===== config.mk =====
export PLATFORM = sky130hd
export DESIGN_NAME = riscv_integer_divider
export DESIGN_NICKNAME = d
export VERILOG_FILES = /design/src/rtl/ridiv_pkg.sv /design/src/rtl/ridiv_ctrl.sv /design/src/rtl/ridiv_dpath.sv /design/src/rtl/riscv_integer_divider.sv
export VERILOG_INCLUDE_DIRS = /design/src /design/src/rtl
export SDC_FILE = /design/constraint.sdc
export NUM_CORES = 1
export LEC_CHECK = 0
export BUFFER_PORTS_ARGS = -buffer_cell sky130_fd_sc_hd__buf_4
export CORE_MARGIN = 2
export CORE_UTILIZATION = 27
export CTS_BUF_LIST = sky130_fd_sc_hd__clkbuf_8 sky130_fd_sc_hd__clkbuf_16
export DETAILED_ROUTE_END_ITERATION = 16
export MAX_ROUTING_LAYER = met4
export PLACE_DENSITY_LB_ADDON = 0.12
export SYNTH_ARGS = -nofsm -noshare
export SYNTH_HDL_FRONTEND = slang
export SYNTH_SLANG_ARGS = --single-unit

===== constraint.sdc =====
create_clock -name clk_i -period 4.6 [get_ports clk_i]
set_input_delay 0.23 -clock clk_i [delete_from_list [all_inputs] [get_ports clk_i]]
set_output_delay 0.23 -clock clk_i [all_outputs]
set_load 0.01 [all_outputs]

===== src/rtl/assert_macros.svh =====
// Assertion macros for the divider RTL.
`ifndef ASSERT_MACROS_SVH
`define ASSERT_MACROS_SVH
`ifndef SYNTHESIS
`define RIDIV_ASSERT(lbl, clk, rstn, prop) \
  lbl: assert property (@(posedge clk) disable iff (!(rstn)) (prop)) \
    else $error("divider assertion failed");
`define RIDIV_ASSERT_NEVER(lbl, clk, rstn, prop) \
  lbl: assert property (@(posedge clk) disable iff (!(rstn)) !(prop)) \
    else $error("divider forbidden condition seen");
`else
`define RIDIV_ASSERT(lbl, clk, rstn, prop)
`define RIDIV_ASSERT_NEVER(lbl, clk, rstn, prop)
`endif
`endif


===== src/rtl/ridiv_pkg.sv =====
// Types, constants and codes shared by the integer divider modules.
package ridiv_pkg;

  localparam int unsigned XLEN         = 32;
  localparam int unsigned STEPS        = XLEN / 2;
  localparam int unsigned CNT_W        = $clog2(STEPS);
  localparam int unsigned TAG_BITS_DEF = 5;

  // Operation codes and the bits that carry their meaning
  localparam logic [1:0] KIND_DIV  = 2'd0;
  localparam logic [1:0] KIND_DIVU = 2'd1;
  localparam logic [1:0] KIND_REM  = 2'd2;
  localparam logic [1:0] KIND_REMU = 2'd3;
  localparam int unsigned KIND_UNSIGNED_BIT = 0;
  localparam int unsigned KIND_REM_BIT      = 1;

  typedef enum logic [3:0] {
    ST_IDLE  = 4'b0001,
    ST_CHECK = 4'b0010,
    ST_ITER  = 4'b0100,
    ST_FIX   = 4'b1000
  } state_e;

  // Commands from controller to datapath
  typedef struct packed {
    logic load;
    logic check;
    logic step;
    logic out_load;
  } cmd_t;

  // Status from datapath to controller
  typedef struct packed {
    logic early;
  } status_t;

endpackage


===== src/rtl/ridiv_ctrl.sv =====
// Sequencer for the divider: accept, range check, digit steps, result hand-off.
module ridiv_ctrl import ridiv_pkg::*; (
  input  logic    clk_i,
  input  logic    rst_ni,
  input  logic    in_valid_i,
  output logic    in_stall_o,
  output logic    out_valid_o,
  input  logic    out_stall_i,
  input  status_t status_i,
  output cmd_t    cmd_o
);

  state_e           state_q, state_d;
  logic [CNT_W-1:0] cnt_q, cnt_d;
  logic             out_valid_q, out_valid_d;
  logic             out_free;
  logic             last_step;

  assign in_stall_o  = (state_q != ST_IDLE);
  assign out_valid_o = out_valid_q;
  assign out_free    = !out_valid_q || !out_stall_i;
  assign last_step   = (cnt_q == CNT_W'(STEPS - 1));

  // Decode state into datapath commands
  always_comb begin
    cmd_o          = '0;
    cmd_o.load     = (state_q == ST_IDLE) && in_valid_i;
    cmd_o.check    = (state_q == ST_CHECK);
    cmd_o.step     = (state_q == ST_ITER);
    cmd_o.out_load = (state_q == ST_FIX) && out_free;
  end

  // Advance the sequence
  always_comb begin
    state_d     = state_q;
    cnt_d       = cnt_q;
    out_valid_d = out_valid_q;
    if (out_valid_q && !out_stall_i) begin
      out_valid_d = 1'b0;
    end
    unique case (state_q)
      ST_IDLE: begin
        if (in_valid_i) begin
          state_d = ST_CHECK;
        end
      end
      ST_CHECK: begin
        cnt_d   = '0;
        state_d = status_i.early ? ST_FIX : ST_ITER;
      end
      ST_ITER: begin
        cnt_d = cnt_q + 1'b1;
        if (last_step) begin
          state_d = ST_FIX;
        end
      end
      ST_FIX: begin
        if (out_free) begin
          out_valid_d = 1'b1;
          state_d     = ST_IDLE;
        end
      end
      default: state_d = ST_IDLE;
    endcase
  end

  always_ff @(posedge clk_i or negedge rst_ni) begin
    if (!rst_ni) begin
      state_q     <= ST_IDLE;
      cnt_q       <= '0;
      out_valid_q <= 1'b0;
    end else begin
      state_q     <= state_d;
      cnt_q       <= cnt_d;
      out_valid_q <= out_valid_d;
    end
  end

endmodule


===== src/rtl/ridiv_dpath.sv =====
// Divider datapath: operand magnitudes, radix-4 digit loop and sign fix-up.
module ridiv_dpath import ridiv_pkg::*; #(
  parameter int unsigned TAG_BITS = TAG_BITS_DEF
) (
  input  logic                clk_i,
  input  cmd_t                cmd_i,
  output status_t             status_o,
  input  logic [1:0]          kind_i,
  input  logic [XLEN-1:0]     dividend_i,
  input  logic [XLEN-1:0]     divisor_i,
  input  logic [TAG_BITS-1:0] rob_tag_i,
  output logic [XLEN-1:0]     result_o,
  output logic [TAG_BITS-1:0] result_tag_o
);

  logic [XLEN-1:0]     quo_q;   // dividend magnitude, then quotient bits
  logic [XLEN-1:0]     ad_q;
  logic [XLEN+1:0]     d3_q;
  logic [XLEN-1:0]     rem_q;
  logic                xneg_q, qneg_q, dzero_q, want_rem_q;
  logic [TAG_BITS-1:0] tag_q;
  logic [XLEN-1:0]     res_q;
  logic [TAG_BITS-1:0] res_tag_q;

  logic            is_signed, xneg, dneg;
  logic [XLEN-1:0] ax, ad;
  logic [XLEN+1:0] shr;
  logic [XLEN+2:0] diff1, diff2, diff3;
  logic [1:0]      digit;
  logic [XLEN-1:0] rem_next;
  logic [XLEN-1:0] quo_fix, rem_fix;

  // Operand magnitudes
  assign is_signed = !kind_i[KIND_UNSIGNED_BIT];
  assign xneg      = is_signed && dividend_i[XLEN-1];
  assign dneg      = is_signed && divisor_i[XLEN-1];
  assign ax        = xneg ? (~dividend_i + 1'b1) : dividend_i;
  assign ad        = dneg ? (~divisor_i + 1'b1) : divisor_i;

  // Short cases: zero divisor or dividend magnitude not above divisor
  assign status_o.early = dzero_q || (quo_q <= ad_q);

  // Pick the largest multiple of the divisor that fits the shifted remainder
  assign shr   = {rem_q, quo_q[XLEN-1:XLEN-2]};
  assign diff1 = {1'b0, shr} - {3'b000, ad_q};
  assign diff2 = {1'b0, shr} - {2'b00, ad_q, 1'b0};
  assign diff3 = {1'b0, shr} - {1'b0, d3_q};

  always_comb begin
    digit    = 2'd0;
    rem_next = shr[XLEN-1:0];
    if (!diff3[XLEN+2]) begin
      digit    = 2'd3;
      rem_next = diff3[XLEN-1:0];
    end else if (!diff2[XLEN+2]) begin
      digit    = 2'd2;
      rem_next = diff2[XLEN-1:0];
    end else if (!diff1[XLEN+2]) begin
      digit    = 2'd1;
      rem_next = diff1[XLEN-1:0];
    end
  end

  // Apply signs
  assign quo_fix = (qneg_q && !dzero_q) ? (~quo_q + 1'b1) : quo_q;
  assign rem_fix = xneg_q ? (~rem_q + 1'b1) : rem_q;

  // Load operands, resolve short cases, iterate
  always_ff @(posedge clk_i) begin
    if (cmd_i.load) begin
      quo_q      <= ax;
      ad_q       <= ad;
      xneg_q     <= xneg;
      qneg_q     <= xneg ^ dneg;
      dzero_q    <= (divisor_i == '0);
      want_rem_q <= kind_i[KIND_REM_BIT];
      tag_q      <= rob_tag_i;
    end
    if (cmd_i.check) begin
      d3_q <= {2'b00, ad_q} + {1'b0, ad_q, 1'b0};
      if (dzero_q) begin
        quo_q <= '1;
        rem_q <= quo_q;
      end else if (quo_q < ad_q) begin
        quo_q <= '0;
        rem_q <= quo_q;
      end else if (quo_q == ad_q) begin
        quo_q <= XLEN'(1);
        rem_q <= '0;
      end else begin
        rem_q <= '0;
      end
    end
    if (cmd_i.step) begin
      rem_q <= rem_next;
      quo_q <= {quo_q[XLEN-3:0], digit};
    end
    if (cmd_i.out_load) begin
      res_q     <= want_rem_q ? rem_fix : quo_fix;
      res_tag_q <= tag_q;
    end
  end

  assign result_o     = res_q;
  assign result_tag_o = res_tag_q;

endmodule


===== src/rtl/riscv_integer_divider.sv =====
// Sequence per word: range check, then 16 radix-4 digit steps unless |dividend| <=
// |divisor| or the divisor is zero, then sign fix-up into the output register.
// Each step compares against one, two and three times the divisor. The fix-up
// waits while a stalled result is held. The next word is taken once the
// result sits in the output register. Reset clears the sequencer and valids.
module riscv_integer_divider import ridiv_pkg::*; #(
  parameter int unsigned TAG_BITS = TAG_BITS_DEF
) (
  input  logic                clk_i,
  input  logic                rst_ni,
  input  logic                in_valid_i,
  output logic                in_stall_o,
  input  logic [1:0]          kind_i,
  input  logic [XLEN-1:0]     dividend_i,
  input  logic [XLEN-1:0]     divisor_i,
  input  logic [TAG_BITS-1:0] rob_tag_i,
  output logic                out_valid_o,
  input  logic                out_stall_i,
  output logic [XLEN-1:0]     result_o,
  output logic [TAG_BITS-1:0] result_tag_o
);

`include "assert_macros.svh"

  cmd_t    cmd;
  status_t status;

  ridiv_ctrl u_ctrl (
    .clk_i       (clk_i),
    .rst_ni      (rst_ni),
    .in_valid_i  (in_valid_i),
    .in_stall_o  (in_stall_o),
    .out_valid_o (out_valid_o),
    .out_stall_i (out_stall_i),
    .status_i    (status),
    .cmd_o       (cmd)
  );

  ridiv_dpath #(
    .TAG_BITS (TAG_BITS)
  ) u_dpath (
    .clk_i        (clk_i),
    .cmd_i        (cmd),
    .status_o     (status),
    .kind_i       (kind_i),
    .dividend_i   (dividend_i),
    .divisor_i    (divisor_i),
    .rob_tag_i    (rob_tag_i),
    .result_o     (result_o),
    .result_tag_o (result_tag_o)
  );

  `RIDIV_ASSERT(a_busy_after_accept, clk_i, rst_ni, (in_valid_i && !in_stall_o) |=> in_stall_o)
  `RIDIV_ASSERT(a_result_shown, clk_i, rst_ni, cmd.out_load |=> out_valid_o)
  `RIDIV_ASSERT(a_one_command, clk_i, rst_ni, $onehot0({cmd.load, cmd.check, cmd.step, cmd.out_load}))
  `RIDIV_ASSERT_NEVER(a_no_overwrite, clk_i, rst_ni, cmd.out_load && out_valid_o && out_stall_i)

endmodule


==> results.txt <==
The placed instance area is just under 20000 um2. Relative to the synthesized area, the layout overhead comes to 16.6%. For the final database, setup skew stands at 0.0219 ns. The destination of the critical timing path is u_dpath.rem_q[2]$_DFFE_PP_. For this block, the via count after detailed routing is about 16k.

The time the final worst path needs with I/O delays and setup is between 4 and 5 ns. The first global-routing pass estimated roughly 95 mm of wire. The library cell used most frequently in the layout, excluding fill and tap cells, is sky130_fd_sc_hd__a21oi_1. Before antenna repair, the detailed router went through 5 iterations.

The net switching power is around 6300 uW. Summed over all cells, the static leakage comes to between 0.008 and 0.009 uW. After layout, the worst path uses between 90% and 100% of the clock period. The hold slack came out at 0.0516 ns. The final hold violation count came out at 0. At the worst endpoint, the arrival time is about 4.5 ns.

Setup repair after global routing left no endpoint under its margin. The reg-to-reg setup timing slack came out at roughly 0.4 ns. Setup violations remaining at the end of the flow were counted as 0. The clock latency reported for the late side of the worst-skew pair came out at between 0.5 and 0.6 ns. The highest clock frequency the design can meet came out at 0.238 GHz. The Yosys step of the flow raised 0 warnings. The synthesized netlist contains 74 unique library cells. Synthesis produced a netlist with a net count of ~2.3k.

The endpoint class of the critical path is a flop. With fillers left out, the area of the finished cells amounts to ~20000 um2. In this run the vertical extent of the chip is about 260 um. The final worst setup slack came out at roughly 0.40 ns. The overall track demand over capacity in global routing is between 10% and 20%. Among all stages on the critical path, the largest delay is contributed by sky130_fd_sc_hd__edfxtp_1.

In the synthesized netlist the async set-or-reset flop fraction comes to a little under 5%. The remaining number of nets flagged by the antenna check after routing is 0. The top-level I/O count is roughly 110. The worst ir drop on vdd came out at around 0.00029 V.

The violation count after the first detailed-routing iteration came out at roughly 1.0k. The final weighted congestion in routability-driven placement is 0.865. The number of hold buffers added after CTS is 20. The utilization after layout is between 30% and 40%. Entering global routing, the biggest net connects 65 pins.

The gate count of the mapped netlist came out at between 2k and 2.5k. The number of global-route vias before repair came out at 15.6k. Combinational cells account for about 63% of the total power. Synthesis inferred 185 register bits. By startpoint and endpoint, the worst setup path is classified as reg -> reg. Clock tree synthesis found a total of around 190 sinks. Once the clock tree was built, the setup fixing pass inserted 0 buffers. For this run, design rule violations remaining after detail routing come to 0.

The switching power share of the total came out at 48.7%. The top cell types in the final layout, fill and taps aside, are sky130_fd_sc_hd__a21oi_1, sky130_fd_sc_hd__nand2_1, sky130_fd_sc_hd__nor2_1, sky130_fd_sc_hd__ha_1, sky130_fd_sc_hd__o21ai_0. The data required time of the critical path is slightly below 5 ns. The starting density of the core came out at 27.4%.

The critical path starts at u_dpath.ad_q[1]$_DFFE_PP_. The part of the power in the clock network is approximately 12%. The net count of the finished layout is 2444. The maximum root-to-sink buffer count is 2. The transition time of the tightest slew-check pin is 1.18 ns. The internal cell power is between 6000 and 7000 uW. The count of buffers inserted at the top-level ports came out at ~110. The routed wire length per instance came out at between 20 and 25 um. In this run the power density over the cells is around 630 nW/um2. The placed wire-length estimate after detailed placement came out at 50.2 mm. The number of resized instances in the post-cts repair step came out at 0.

From left edge to right edge, the die measures 257 um. The worst register-to-register path has a depth of 13. The max capacitance violation total came out at 0. The worst register-to-register path begins at u_dpath.ad_q[1]$_DFFE_PP_. The worst setup path is launched from a flop. The pre-CTS worst setup slack came out at between 0.4 and 0.5 ns.

The proportion of layout cells with a drive suffix above 1 is roughly 10%. The die outline area is between 60000 and 70000 um2. The number of antenna diodes in the final layout is 0. After synthesis, flip-flops and latches occupy roughly 30% of the total area. Global routing finished with a remaining overflow of 0. After floorplanning, the core was sized to cover 63300 um2. The relative slew slack came out at 21.2%. The CTS clock-pin slew for the worst setup and hold paths is roughly 0.090 ns. The main flop type after synthesis is sky130_fd_sc_hd__edfxtp_1.

The filler cells instantiated in the layout total between 6k and 7k. After routing, the total negative slack on setup checks comes to 0 ns. The worst-path maximum fanout is 25. In this design, the critical path's most frequently occurring cell is sky130_fd_sc_hd__a211oi_1.

The run finished with clean final reports. The signal on the critical path passes through inv_1 > ha_1 > nor2b_1 > o21ai_0 > o21ai_0 > a311o_1 > o211ai_1 > a211oi_1 > or2_2 > buf_12 > a211oi_1 > a211oi_1 > a221o_1. Counting flops with a built-in enable in the synthesized netlist gives approximately 140.

The number of max-slew violations in the final report came out at 0. The via count normalized by instance count is slightly above 5. In this run the critical register-to-register path is captured at u_dpath.rem_q[2]$_DFFE_PP_. In this run the worst hold path is classified as in -> reg.

A synthesized cell averages 8.38 um2. The total CTS buffers is 17. The post-synthesis cell area came out at 17300 um2. In this run the clock root is driven by a sky130_fd_sc_hd__clkbuf_16. The number of H-tree levels came out at 4. The worst stage delay on the critical path is between 0.5 and 0.6 ns. The number of core rows came out at 92. In this run, flip-flops and latches consume between 20% and 30% of the power. Along the worst hold path, the cell count comes to 2.

TritonCTS built the clock tree. The routed wire length came out at between 60 and 70 mm. The number of antenna violations at the first check in global routing came out at 0.
-- synth_stat cells, types with 38 or more instances --
library cell               instances  area [um2]
sky130_fd_sc_hd__o21ai_0         162         811
sky130_fd_sc_hd__xnor2_1         114         998
sky130_fd_sc_hd__ha_1            168        2100
sky130_fd_sc_hd__nor3_1           38         190
sky130_fd_sc_hd__o211ai_1         47         353
sky130_fd_sc_hd__xor2_1          100         876
sky130_fd_sc_hd__edfxtp_1        144        4320
sky130_fd_sc_hd__nor2_1          169         634
sky130_fd_sc_hd__nand2_1         174         653
sky130_fd_sc_hd__a21o_1           68         510
sky130_fd_sc_hd__clkbuf_1         68         255
sky130_fd_sc_hd__inv_1           115         432
sky130_fd_sc_hd__nand3_1          38         190
sky130_fd_sc_hd__a21oi_1         211        1060
-- sequential cells by signal (all words and copies together) (netlist names) --
register,flops
u_dpath.ad_q,32
u_dpath.d3_q,34
u_dpath.xneg_q,1
u_dpath.want_rem_q,1
u_dpath.quo_q,32
u_dpath.result_o,32
u_ctrl.out_valid_o,1
u_dpath.dzero_q,1
u_ctrl.cnt_q,4
u_dpath.tag_q,5
u_dpath.result_tag_o,5
u_dpath.rem_q,32
u_ctrl.state_q,4
u_dpath.qneg_q,1
-- worst min-delay path by stage --
stage / start / end / slack [ns]
2_1_floorplan: rst_ni / u_ctrl.cnt_q[0]$_DFFE_PN0P_ / -0.07
3_3_place_gp: rst_ni / u_ctrl.out_valid_o$_DFF_PN0_ / 0.07
3_5_place_dp: rst_ni / u_ctrl.out_valid_o$_DFF_PN0_ / 0.06
4_1_cts: divisor_i[25] / u_dpath.ad_q[25]$_DFFE_PP_ / 0.003
5_1_grt: divisor_i[8] / u_dpath.ad_q[8]$_DFFE_PP_ / 0.03
6_report: divisor_i[29] / u_dpath.ad_q[29]$_DFFE_PP_ / 0.05
-- power groups by stage --
stage	logic, uW	clock network (uW)	registers [uW]
floorplan	5710	0	2970
global placement	8070	0	3250
detailed placement	8040	0	3260
CTS	8120	1640	3220
global route	9030	1690	3270
finish	8070	1560	3200
-- stage by stage --
| step | instances | total power, uW |
|---|---|---|
| finish | 3056 | 12800 |
| floorplan | 2070 | 8680 |
| global placement | 3004 | 11300 |
| global route | 3056 | 14000 |
| CTS | 3056 | 13000 |
| detailed placement | 3004 | 11300 |
-- cell type report --
type                    count  area, um2  share of cell area [%]
clock inverters            15        158                   0.780
multi-input cells        1692      11500                    56.6
inverters                 116        437                    2.16
well taps                 846       1060                    5.23
flip-flops and latches    185       5190                    25.7
repair buffers            185       1500                    7.42
clock buffers              17        425                    2.10
-- cells by family after synthesis --
family          after synthesis  share of synthesized area, %
compound gates              704                          25.7
simple gates                597                          16.5
xor+xnor                    214                          10.8
buf+inv                     193                          4.18
flops                       185                          29.9
fa+ha+maj                   172                          12.6
mux                           5                         0.289
-- critical path: cells and delay by family (launching register included) --
kind                       cells  cell delay, ns
AOI/OAI and AO/OA              8            2.16
and+or+nand+nor                2            0.57
adders and majority gates      1            0.27
buffers and inverters          2            0.41
DFF                            1            0.51
-- layer usage --
metal  vias up  part of all wire (%)  routed length (um)  track usage [%]
met1      7600                    44               27800             24.0
li1       7921                     -                   -                -
met2       265                    49               30900             32.6
met3        71                   2.9                1830             2.32
met5         -                     0                   0                -
met4         0                   3.4                2140             7.63
No activity file was read; power rests on OpenSTA's default activity.
